$ cat src/rtl/clel_pkg.sv
`timescale 1ns / 1ps
`default_nettype none

package clel_pkg;

  localparam int unsigned IDX_W  = 8;
  localparam int unsigned DEPTH  = 2 ** IDX_W;
  localparam int unsigned CNT_W  = 9;
  localparam int unsigned WORD_W = 32;
  localparam int unsigned FUNC_W = 3;
  localparam int unsigned ST_W   = 2;

  typedef enum logic [FUNC_W-1:0] {
    F_READ   = 3'd0,
    F_WRITE  = 3'd1,
    F_APPEND = 3'd2,
    F_DROP   = 3'd3,
    F_INSERT = 3'd4,
    F_REMOVE = 3'd5
  } func_t;

  typedef enum logic [ST_W-1:0] {
    ST_OK        = 2'd0,
    ST_BAD_INDEX = 2'd1,
    ST_FULL      = 2'd2,
    ST_EMPTY     = 2'd3
  } status_t;

  typedef enum logic [2:0] {
    S_IDLE,
    S_DECIDE,
    S_READ_WAIT,
    S_SHIFT,
    S_DRAIN,
    S_PUT,
    S_FIN
  } state_t;

  localparam logic [0:0] REG_CAPACITY = 1'b0;

  typedef struct packed {
    logic latch;
    logic decide;
    logic shift_init;
    logic shift_rd;
    logic wr_pos;
    logic wr_cnt;
    logic cnt_inc;
    logic cnt_dec;
    logic cap_rd;
    logic load_out;
  } cmd_t;

  typedef struct packed {
    logic        err;
    logic [FUNC_W-1:0] func;
    logic        last_mv;
    logic        rm_none;
    logic        out_free;
  } sts_t;

endpackage

`default_nettype wire

$ cat src/rtl/clel_ctrl.sv
`timescale 1ns / 1ps
`default_nettype none

module clel_ctrl (
  input  wire logic          clk,
  input  wire logic          rst_n,
  input  wire logic          in_valid,
  output logic               in_ready,
  input  wire clel_pkg::sts_t sts,
  output clel_pkg::cmd_t     cmd
);

  clel_pkg::state_t state_r, state_nxt;

  always_ff @(posedge clk) begin
    if (!rst_n) begin
      state_r <= clel_pkg::S_IDLE;
    end else begin
      state_r <= state_nxt;
    end
  end

  always_comb begin
    state_nxt = state_r;
    cmd       = '0;
    in_ready  = 1'b0;
    case (state_r)
      clel_pkg::S_IDLE: begin
        in_ready = 1'b1;
        if (in_valid) begin
          cmd.latch = 1'b1;
          state_nxt = clel_pkg::S_DECIDE;
        end
      end
      clel_pkg::S_DECIDE: begin
        cmd.decide = 1'b1;
        state_nxt  = clel_pkg::S_FIN;
        if (!sts.err) begin
          case (sts.func)
            clel_pkg::F_READ: begin
              state_nxt = clel_pkg::S_READ_WAIT;
            end
            clel_pkg::F_WRITE: begin
              cmd.wr_pos = 1'b1;
            end
            clel_pkg::F_APPEND: begin
              cmd.wr_cnt  = 1'b1;
              cmd.cnt_inc = 1'b1;
            end
            clel_pkg::F_DROP: begin
              cmd.cnt_dec = 1'b1;
            end
            clel_pkg::F_INSERT: begin
              cmd.shift_init = 1'b1;
              state_nxt      = clel_pkg::S_SHIFT;
            end
            clel_pkg::F_REMOVE: begin
              if (sts.rm_none) begin
                cmd.cnt_dec = 1'b1;
              end else begin
                cmd.shift_init = 1'b1;
                state_nxt      = clel_pkg::S_SHIFT;
              end
            end
            default: begin
              state_nxt = clel_pkg::S_FIN;
            end
          endcase
        end
      end
      clel_pkg::S_READ_WAIT: begin
        cmd.cap_rd = 1'b1;
        state_nxt  = clel_pkg::S_FIN;
      end
      clel_pkg::S_SHIFT: begin
        cmd.shift_rd = 1'b1;
        if (sts.last_mv) begin
          state_nxt = clel_pkg::S_DRAIN;
        end
      end
      clel_pkg::S_DRAIN: begin
        if (sts.func == clel_pkg::F_INSERT) begin
          state_nxt = clel_pkg::S_PUT;
        end else begin
          cmd.cnt_dec = 1'b1;
          state_nxt   = clel_pkg::S_FIN;
        end
      end
      clel_pkg::S_PUT: begin
        cmd.wr_pos  = 1'b1;
        cmd.cnt_inc = 1'b1;
        state_nxt   = clel_pkg::S_FIN;
      end
      clel_pkg::S_FIN: begin
        if (sts.out_free) begin
          cmd.load_out = 1'b1;
          state_nxt    = clel_pkg::S_IDLE;
        end
      end
      default: begin
        state_nxt = clel_pkg::S_IDLE;
      end
    endcase
  end

endmodule

`default_nettype wire

$ cat config.mk
export PLATFORM = sky130hd
export DESIGN_NAME = clel_ctrl
export DESIGN_NICKNAME = d
export VERILOG_FILES = /design/src/rtl/clel_pkg.sv /design/src/rtl/clel_ctrl.sv
export SDC_FILE = /design/constraint.sdc
export NUM_CORES = 1
export LEC_CHECK = 0
export BUFFER_PORTS_ARGS = -buffer_cell sky130_fd_sc_hd__buf_4
export CORE_AREA = 4 4 41 43
export CTS_CLUSTER_DIAMETER = 30
export DETAILED_ROUTE_END_ITERATION = 6
export DIE_AREA = 0 0 45 47
export GPL_TIMING_DRIVEN = 0
export SYNTH_ARGS = -nofsm -noshare
export SYNTH_HDL_FRONTEND = slang
export SYNTH_SLANG_ARGS = --single-unit
$ cat constraint.sdc
create_clock -name clk -period 1.3 [get_ports clk]
set_input_delay 0.325 -clock clk [delete_from_list [all_inputs] [get_ports clk]]
set_output_delay 0.325 -clock clk [all_outputs]
set_load 0.01 [all_outputs]
==> results of run 1 <==
## synthesized netlist by cell type
cell       instances
a211oi_1           2
nor4b_1            2
and2_1             1
dfxtp_1            3
and3b_1            1
nand3_1            1
a211oi_2           1
o21ai_0            3
nor3_1             1
or2b_1             1
and3b_2            1
nor3b_1            1
nor2b_1            1
o311a_1            1
and4_2             1
or3b_1             1
inv_1              2
and3_1             1
and4_1             1
a21oi_1            3
a2111oi_0          1
nor2_1             6
buf_2              3
or4_1              2
nor4bb_1           1
nand2b_1           1
and2b_2            1
nand2_1            2
## where the power goes
part | internal, mW | total [mW] | switching (mW)
sequential | 0.156 | 0.210 | 0.0548
clock | 0.115 | 0.166 | 0.0508
combinational | 0.660 | 1.13 | 0.472
total | 0.931 | 1.51 | 0.578
## cell families after synthesis
group / share of synthesized area [%]
flip-flops: 17.8
AND/OR/NAND/NOR: 52.8
buffers and inverters: 6.69
AO/OA/AOI/OAI: 22.7
## final timing paths
| kind | from | endpoint | slack [ps] |
|---|---|---|---|
| worst max-delay path | state_r[2] | cmd[2] | -310 |
| worst min-delay path | rst_n | state_r[2] | 380 |
| worst max register to register | state_r[2] | state_r[0] | -40 |
| worst min register to register | state_r[0] | state_r[1] | 630 |
## timing repair
| item | 4_1_cts | 5_1_grt |
|---|---|---|
| setup endpoints to repair | 10 | 12 |
| cloned | 0 | 1 |
| pin swaps | 9 | 4 |
| resized for setup | 17 | 14 |
| buffers inserted | 3 | 6 |
## worst min-delay path, stage by stage
cell	delay (ps)
buf_4	100
inv_1	80
a2111oi_1	50
## stage by stage
step,hold WS [ps],instance area (um2),setup TNS [ps]
detailed placement,604,522,-800
global placement,603,522,-738
CTS,363,627,-1780
global route,393,747,-2790
finish,375,747,-2190
floorplan,477,353,0
## per-layer routing
layer	wire length, um	vias up	GRT usage, %
li1	-	242	-
met1	552	217	15.9
met2	549	15	16.7
met3	89	0	3.83
met4	0	0	0
met5	0	-	0
## final cells by class
| type | instances | area [um2] | area share, % |
|---|---|---|---|
| flip-flops and latches | 3 | 68.8 | 9.21 |
| plain buffers | 3 | 37.5 | 5.03 |
| multi-input cells | 38 | 320 | 42.9 |
| inverters | 2 | 10.0 | 1.34 |
| clock buffers | 4 | 26.3 | 3.52 |
| repair buffers | 30 | 265 | 35.5 |
| well taps | 15 | 18.8 | 2.51 |
==> out/metrics.cfg, run 1 <==
[outcome]
status = finished, violations left
violations = negative setup slack

[synth]
netlist_area_um2 = 337
yosys.area.top_type = dfxtp_1
syn_avg_cell_area_um2 = 7.32
synth_area_leaders = dfxtp_1 (18%), nor2_1 (6.7%), nor4b_1 (5.2%)
netlist_instances = 46
synth.distinct_cells = 28
ys_ff_latch = 3
synth_nets = 56
yosysWarnings = 0
yosysTopAreaCellShare_pct = 17.8
synth-seq-area-share_pct = 17.8

[sta]
min_period_ps = 1610
worstMarginPinSlew_ps = 276
timing_hold_violations_final = 0
rsz0062_at_grt = yes
fin_worst_skew_ps = 0.575
worst_slack_ps = -307
drv_slew = 0
clock.fmax_mhz = 622
maxSlewHeadroom_pct = 81.4
finalCritPeriodShare_pct = 124
setup_viol = 12

[grt]
overflow = 0
antenna_found_initial = 0
grt_pass1_vias = 412
grt_max_degree = 11
grt_usage_pct = 11.0
grt_first_pass_wirelength_mm = 1.78

[cts]
path_clk_slew_ps = 40
cts_buffer_depth = 2
insertion_delay_ps = 230
cts_tree = built
root_buffer = clkbuf_4
cts_hold_buf = 0
cts_sinks = 3
cts.htree.levels = 1
cts_inserted_buffers = 3

[layout]
antenna_cells = 0
fin_cells = 95
utilization_pct = 57.4
area_growth_syn_to_layout_pct = 122
top_regs = state_r x3
layout.cells.most_common = buf_4
fillers = 126
largest_reg_flops = 3
largest-register = state_r
drive_gt1_share_pct = 66.3
nets = 91
mostFrequentLayoutCells = buf_4 (23), buf_6 (8), nor2_1 (5)

[min_path]
hold_path_class = in -> reg
hold_path_depth = 3

[worst_setup_path]
worst-path-stages = 5
slowest_stage = dfxtp_4
required_ps = 980
path_cells = buf_6, nor4bb_4, o21ai_2, a21oi_2, buf_4
cp-start-kind = register
path_delay_family = flip-flops
crit_arrival_ps = 1280
critPathMaxStageDelay_ps = 340
worst_setup_path_end_kind = primary output
critical_path_class = reg -> out
worstPathMaxFanout = 4
r2r_cells = 4
path_buf_inv = 2

[die]
die_y_um = 47
die_width_um = 45
coreArea_um2 = 1300
core.rowCount = 13
initial_core_util_pct = 25.9
io_pins = 21
die-area_um2 = 2120

[routing]
drt_wl_total_mm = 1.19
wire_per_inst_um = 12.5
drt-initial-drc-count = 4
remaining_drc_errors = 0
via_per_inst = 4.99
ant_nets = 0
dr_total_vias = 474
first_pass_iters = 2

[placement]
place_inst = 81
post-place-ws_ps = -194
place_hpwl_um = 774
finalWeightedCongestion = 0.776
port_buffers = 20

[run]
max_cap_violations = 0

[pwr]
power.total_mw = 1.51
power_density_nw_per_um2 = 2020
power_leakage_nw = 0.339
ir_worst_vdd_mv = 1.11

No activity file was read; power rests on OpenSTA's default activity.
==> run 2: changes to the inputs <==
--- a/config.mk
+++ b/config.mk
@@ -7,6 +7,7 @@
 export LEC_CHECK = 0
 export BUFFER_PORTS_ARGS = -buffer_cell sky130_fd_sc_hd__buf_4
 export CORE_AREA = 4 4 41 43
+export CTS_BUF_LIST = sky130_fd_sc_hd__clkbuf_8
 export CTS_CLUSTER_DIAMETER = 30
 export DETAILED_ROUTE_END_ITERATION = 6
 export DIE_AREA = 0 0 45 47
==> run 2 against run 1 <==
  * The flow still finishes with violations (negative setup slack)
  * Fmax increased by 0.82%
  * Largest cell class unchanged
  * Register-to-register slack improved by 40 ps
  * Power decreased by 5.5%
  * Non-clock buffer count decreased by 5
  * Die area unchanged
  * Critical endpoint unchanged
  * Sequential cell count unchanged
  * Design area decreased by 5.4%
  * Utilization decreased by 3.1 points
==> out/metrics.cfg, run 2 (synthesis results as in run 1) <==
[outcome]
status = finished, violations left
violations = negative setup slack

[routing]
via_per_inst = 5.19
wire_per_inst_um = 12.2
ant_nets = 0
first_pass_iters = 4
drt_wl_total_mm = 1.10
remaining_drc_errors = 0
dr_total_vias = 467
drt-initial-drc-count = 14

[placement]
place_hpwl_um = 774
port_buffers = 20
finalWeightedCongestion = 0.776

[cts]
path_clk_slew_ps = 30
cts_tree = built
root_buffer = clkbuf_8
cts.htree.levels = 1
cts_inserted_buffers = 3
insertion_delay_ps = 210
cts_sinks = 3
cts_buffer_depth = 2

[sta]
tns_ps = -1830
clock.fmax_mhz = 628
finalCritPeriodShare_pct = 123
fin_worst_skew_ps = 0.895
timing_hold_violations_final = 0
setup_viol = 11
min_period_ps = 1590
rsz0062_at_grt = yes
worst_slack_ps = -294
maxSlewHeadroom_pct = 81.0
hold-worst-slack_ps = 399
worstMarginPinSlew_ps = 285
drv_slew = 0

[worst_setup_path]
required_ps = 980
critPathMaxStageDelay_ps = 330
cp-start-kind = register
critical_path_class = reg -> out
crit_arrival_ps = 1270
path_cells = buf_6, nor4bb_4, o21ai_2, a21oi_2, buf_4
worst_setup_path_end_kind = primary output
slowest_stage = dfxtp_4
worstPathMaxFanout = 4

[layout]
largest_reg_flops = 3
mostFrequentLayoutCells = buf_4 (20), buf_6 (7), nor2_1 (5)
antenna_cells = 0
drive_gt1_share_pct = 65.3
area_growth_syn_to_layout_pct = 110
top_regs = state_r x3
largest-register = state_r
nets = 86
layout.cells.most_common = buf_4

[die]
die-area_um2 = 2120
initial_core_util_pct = 25.9
core.rowCount = 13
die_y_um = 47
coreArea_um2 = 1300
die_width_um = 45
io_pins = 21

[pwr]
ir_worst_vdd_mv = 1.38
power_density_nw_per_um2 = 2020
power_leakage_nw = 0.321

[min_path]
hold_path_class = in -> reg

[grt]
grt_pass1_vias = 412
grt_max_degree = 11
overflow = 0
antenna_found_initial = 0
grt_usage_pct = 11.0
grt_first_pass_wirelength_mm = 1.75

[run]
max_cap_violations = 0

run 2: cell type report:
cell class,count,area [um2]
plain buffers,3,37.5
flip-flops and latches,3,66.3
repair buffers,25,206
clock buffers,3,41.3
well taps,15,18.8
fillers,133,594
clock inverters,1,3.75
inverters,2,10.0
multi-input cells,38,323
run 2: where the power goes:
part | switching (mW) | leakage [nW] | internal, mW | total (mW)
logic | 0.434 | 0.268 | 0.533 | 0.967
clock network | 0.0576 | 0.0269 | 0.201 | 0.258
registers | 0.0501 | 0.0261 | 0.150 | 0.201
run 2: stage by stage:
step | setup slack, ps | power, mW | instance area [um2] | util, % | instances
CTS | -324 | 1.33 | 652 | 50.1 | 88
floorplan | 8.90 | 0.585 | 353 | - | 46
finish | -294 | 1.43 | 707 | 54.3 | 90
detailed placement | -194 | 0.834 | 522 | 40.1 | 81
global placement | -193 | 0.836 | 522 | 40.1 | 81
global route | -366 | 1.54 | 707 | 54.3 | 90
run 2: path summary, 6_finish.rpt:
path | startpoint | end | slack [ps] | depth (start not counted)
hold / removal | rst_n | state_r[1] | 400 | 3
setup reg to reg | state_r[2] | state_r[2] | 0 | 5
hold reg to reg | state_r[0] | state_r[1] | 620 | 3
setup / recovery | state_r[2] | cmd[2] | -290 | 5
run 2: metal layers:
metal  track usage (%)  vias up  part of all wire [%]
met4                 0        0                     0
met1              15.5      210                    44
li1                  -      231                     -
met3              4.98        0                    11
met5                 0        -                     0
met2              16.4       26                    45
run 2: what timing repair did:
item | 4_1_cts | 5_1_grt
hold buffers | 0 | 0
pin swaps | 9 | 4
setup endpoints to repair | 10 | 12
buffers inserted | 3 | 2
resized for setup | 18 | 12
run 2: worst max-delay path: cells and delay by family, from the launching register on:
kind | cells | cell delay (ps)
buf+inv | 2 | 240
simple gates | 1 | 260
compound gates | 2 | 210
flops | 1 | 330
==> run 3: changes to the inputs <==
--- a/config.mk
+++ b/config.mk
@@ -12,6 +12,7 @@
 export DETAILED_ROUTE_END_ITERATION = 6
 export DIE_AREA = 0 0 45 47
 export GPL_TIMING_DRIVEN = 0
+export REMOVE_ABC_BUFFERS = 1
 export SYNTH_ARGS = -nofsm -noshare
 export SYNTH_HDL_FRONTEND = slang
 export SYNTH_SLANG_ARGS = --single-unit
==> run 3 against run 2 <==
  * The flow still finishes with violations (negative setup slack)
  * Via count is 1.5% lower
  * Power rose by 0.46%
  * Fmax is 3.7% higher
  * Utilization up 0.58 points
  * Clock power is 5% higher
  * Sequential power up 27%
  * Design area up 1.1%
  * Worst hold slack got worse by 18 ps
==> out/metrics.cfg, run 3 (synthesis results as in run 1) <==
[sta]
drv_slew = 0
setup_viol = 13
finalCritPeriodShare_pct = 118
worst_slack_ps = -236
rsz0062_at_grt = yes
fin_worst_skew_ps = 5.31
maxSlewHeadroom_pct = 79.1
timing_hold_violations_final = 0
hold-worst-slack_ps = 380
clock.fmax_mhz = 651
worstMarginPinSlew_ps = 306
min_period_ps = 1540

[grt]
grt_pass1_vias = 466
grt_first_pass_wirelength_mm = 1.97
overflow = 0
grt_usage_pct = 13.4
antenna_found_initial = 0
grt_max_degree = 14

[run]
max_cap_violations = 0

[worst_setup_path]
critical_path_class = reg -> out
cp-start-kind = register
path_delay_family = flip-flops
path_buf_inv = 1
worst_setup_path_end_kind = primary output
critPathMaxStageDelay_ps = 350
required_ps = 980
slowest_stage = dfxtp_4
path_cells = nor4bb_4, o21ai_1, a21oi_1, buf_4
worstPathMaxFanout = 3
crit_arrival_ps = 1210

[cts]
cts_hold_buf = 0
cts_buffer_depth = 2
cts_sinks = 3
cts.htree.levels = 1
insertion_delay_ps = 220
path_clk_slew_ps = 30
cts_inserted_buffers = 3
root_buffer = clkbuf_8
cts_tree = built

[layout]
mostFrequentLayoutCells = buf_4 (21), buf_6 (5), nor2_2 (4)
nets = 86
top_regs = state_r x3
fillers = 125
area_growth_syn_to_layout_pct = 112
antenna_cells = 0
largest_reg_flops = 3
layout.cells.most_common = buf_4
drive_gt1_share_pct = 66.7
largest-register = state_r

[outcome]
status = finished, violations left
violations = negative setup slack

[routing]
via_per_inst = 5.11
ant_nets = 0
remaining_drc_errors = 0
drt_wl_total_mm = 1.33
first_pass_iters = 2
dr_total_vias = 460
wire_per_inst_um = 14.8
drt-initial-drc-count = 2

[die]
die-area_um2 = 2120
die_width_um = 45
coreArea_um2 = 1300
core.rowCount = 13
die_y_um = 47
initial_core_util_pct = 25.9
io_pins = 21

[pwr]
clock_power_share_pct = 19.0
ir_worst_vdd_mv = 0.967
intPower_mw = 0.867
switching_power_mw = 0.565
power_leakage_nw = 0.329
p_comb_share_pct = 63.2
swShare_pct = 39.5
seq_power_share_pct = 17.8
power_density_nw_per_um2 = 2000

[placement]
finalWeightedCongestion = 0.750
port_buffers = 20
post-place-ws_ps = -211
place_hpwl_um = 727

[min_path]
hold_path_class = in -> reg

[run 3: cell counts in the layout (fill, tap and decap cells not counted)]
No cell type changed its count.
[run 3: metal layers]
metal / wire length (um) / up-vias / GRT usage (%) / share of wire, %
li1: - / 233 / - / -
met1: 519 / 210 / 15.9 / 39
met2: 747 / 14 / 22.3 / 56
met3: 41 / 3 / 1.15 / 3.1
met4: 22 / 0 / 10.5 / 1.7
met5: 0 / - / 0 / 0
[run 3: worst paths after layout]
path | start | endpoint | slack, ps | cells past startpoint
setup / recovery | state_r[2] | cmd[2] | -240 | 4
setup reg to reg | state_r[2] | state_r[0] | -100 | 4
hold reg to reg | state_r[1] | state_r[1] | 550 | 1
hold / removal | rst_n | state_r[1] | 380 | 3
[run 3: per-stage QoR]
step                      cell area, um2  utilization, %  std cells  power [mW]  setup TNS, ps
after floorplan                      322               -         43       0.508          -68.5
after global placement               490            37.7         78       0.755          -1050
after detailed placement             490            37.7         78       0.754           -990
after CTS                            628            48.3         88        1.26          -1430
after global routing                 714            54.9         90        1.54          -2310
final                                714            54.9         90        1.43          -1610
[run 3: worst register-to-register path, cell delays in order, from the launching register on]
cell     delay (ps)
dfxtp_4         350
buf_4           150
buf_4           140
or4_1           500
o311a_1         140
[run 3: layout make-up]
class	count	area [um2]	share of cell area [%]
multi-input combinational	38	320	44.8
timing repair buffer	28	249	34.9
sequential	3	71.3	9.98
clock buffer	3	41.3	5.78
tap	15	18.8	2.63
inverter	2	10.0	1.40
clock inverter	1	3.75	0.525
[run 3: what timing repair did]
action | CTS | global route
resized for setup | 17 | 18
pin swaps | 3 | 5
buffers inserted | 5 | 2
endpoints found under the setup margin | 13 | 14
endpoints found under the hold margin | 0 | 0
gates cloned | 1 | 0
[run 3: power by group through the flow]
stage	Sequential (mW)	Clock (mW)	Combinational (mW)
after global placement	0.272	0	0.483
after detailed placement	0.270	0	0.485
after floorplan	0.231	0	0.277
after global routing	0.266	0.286	0.985
after CTS	0.238	0.277	0.749
final	0.255	0.272	0.905
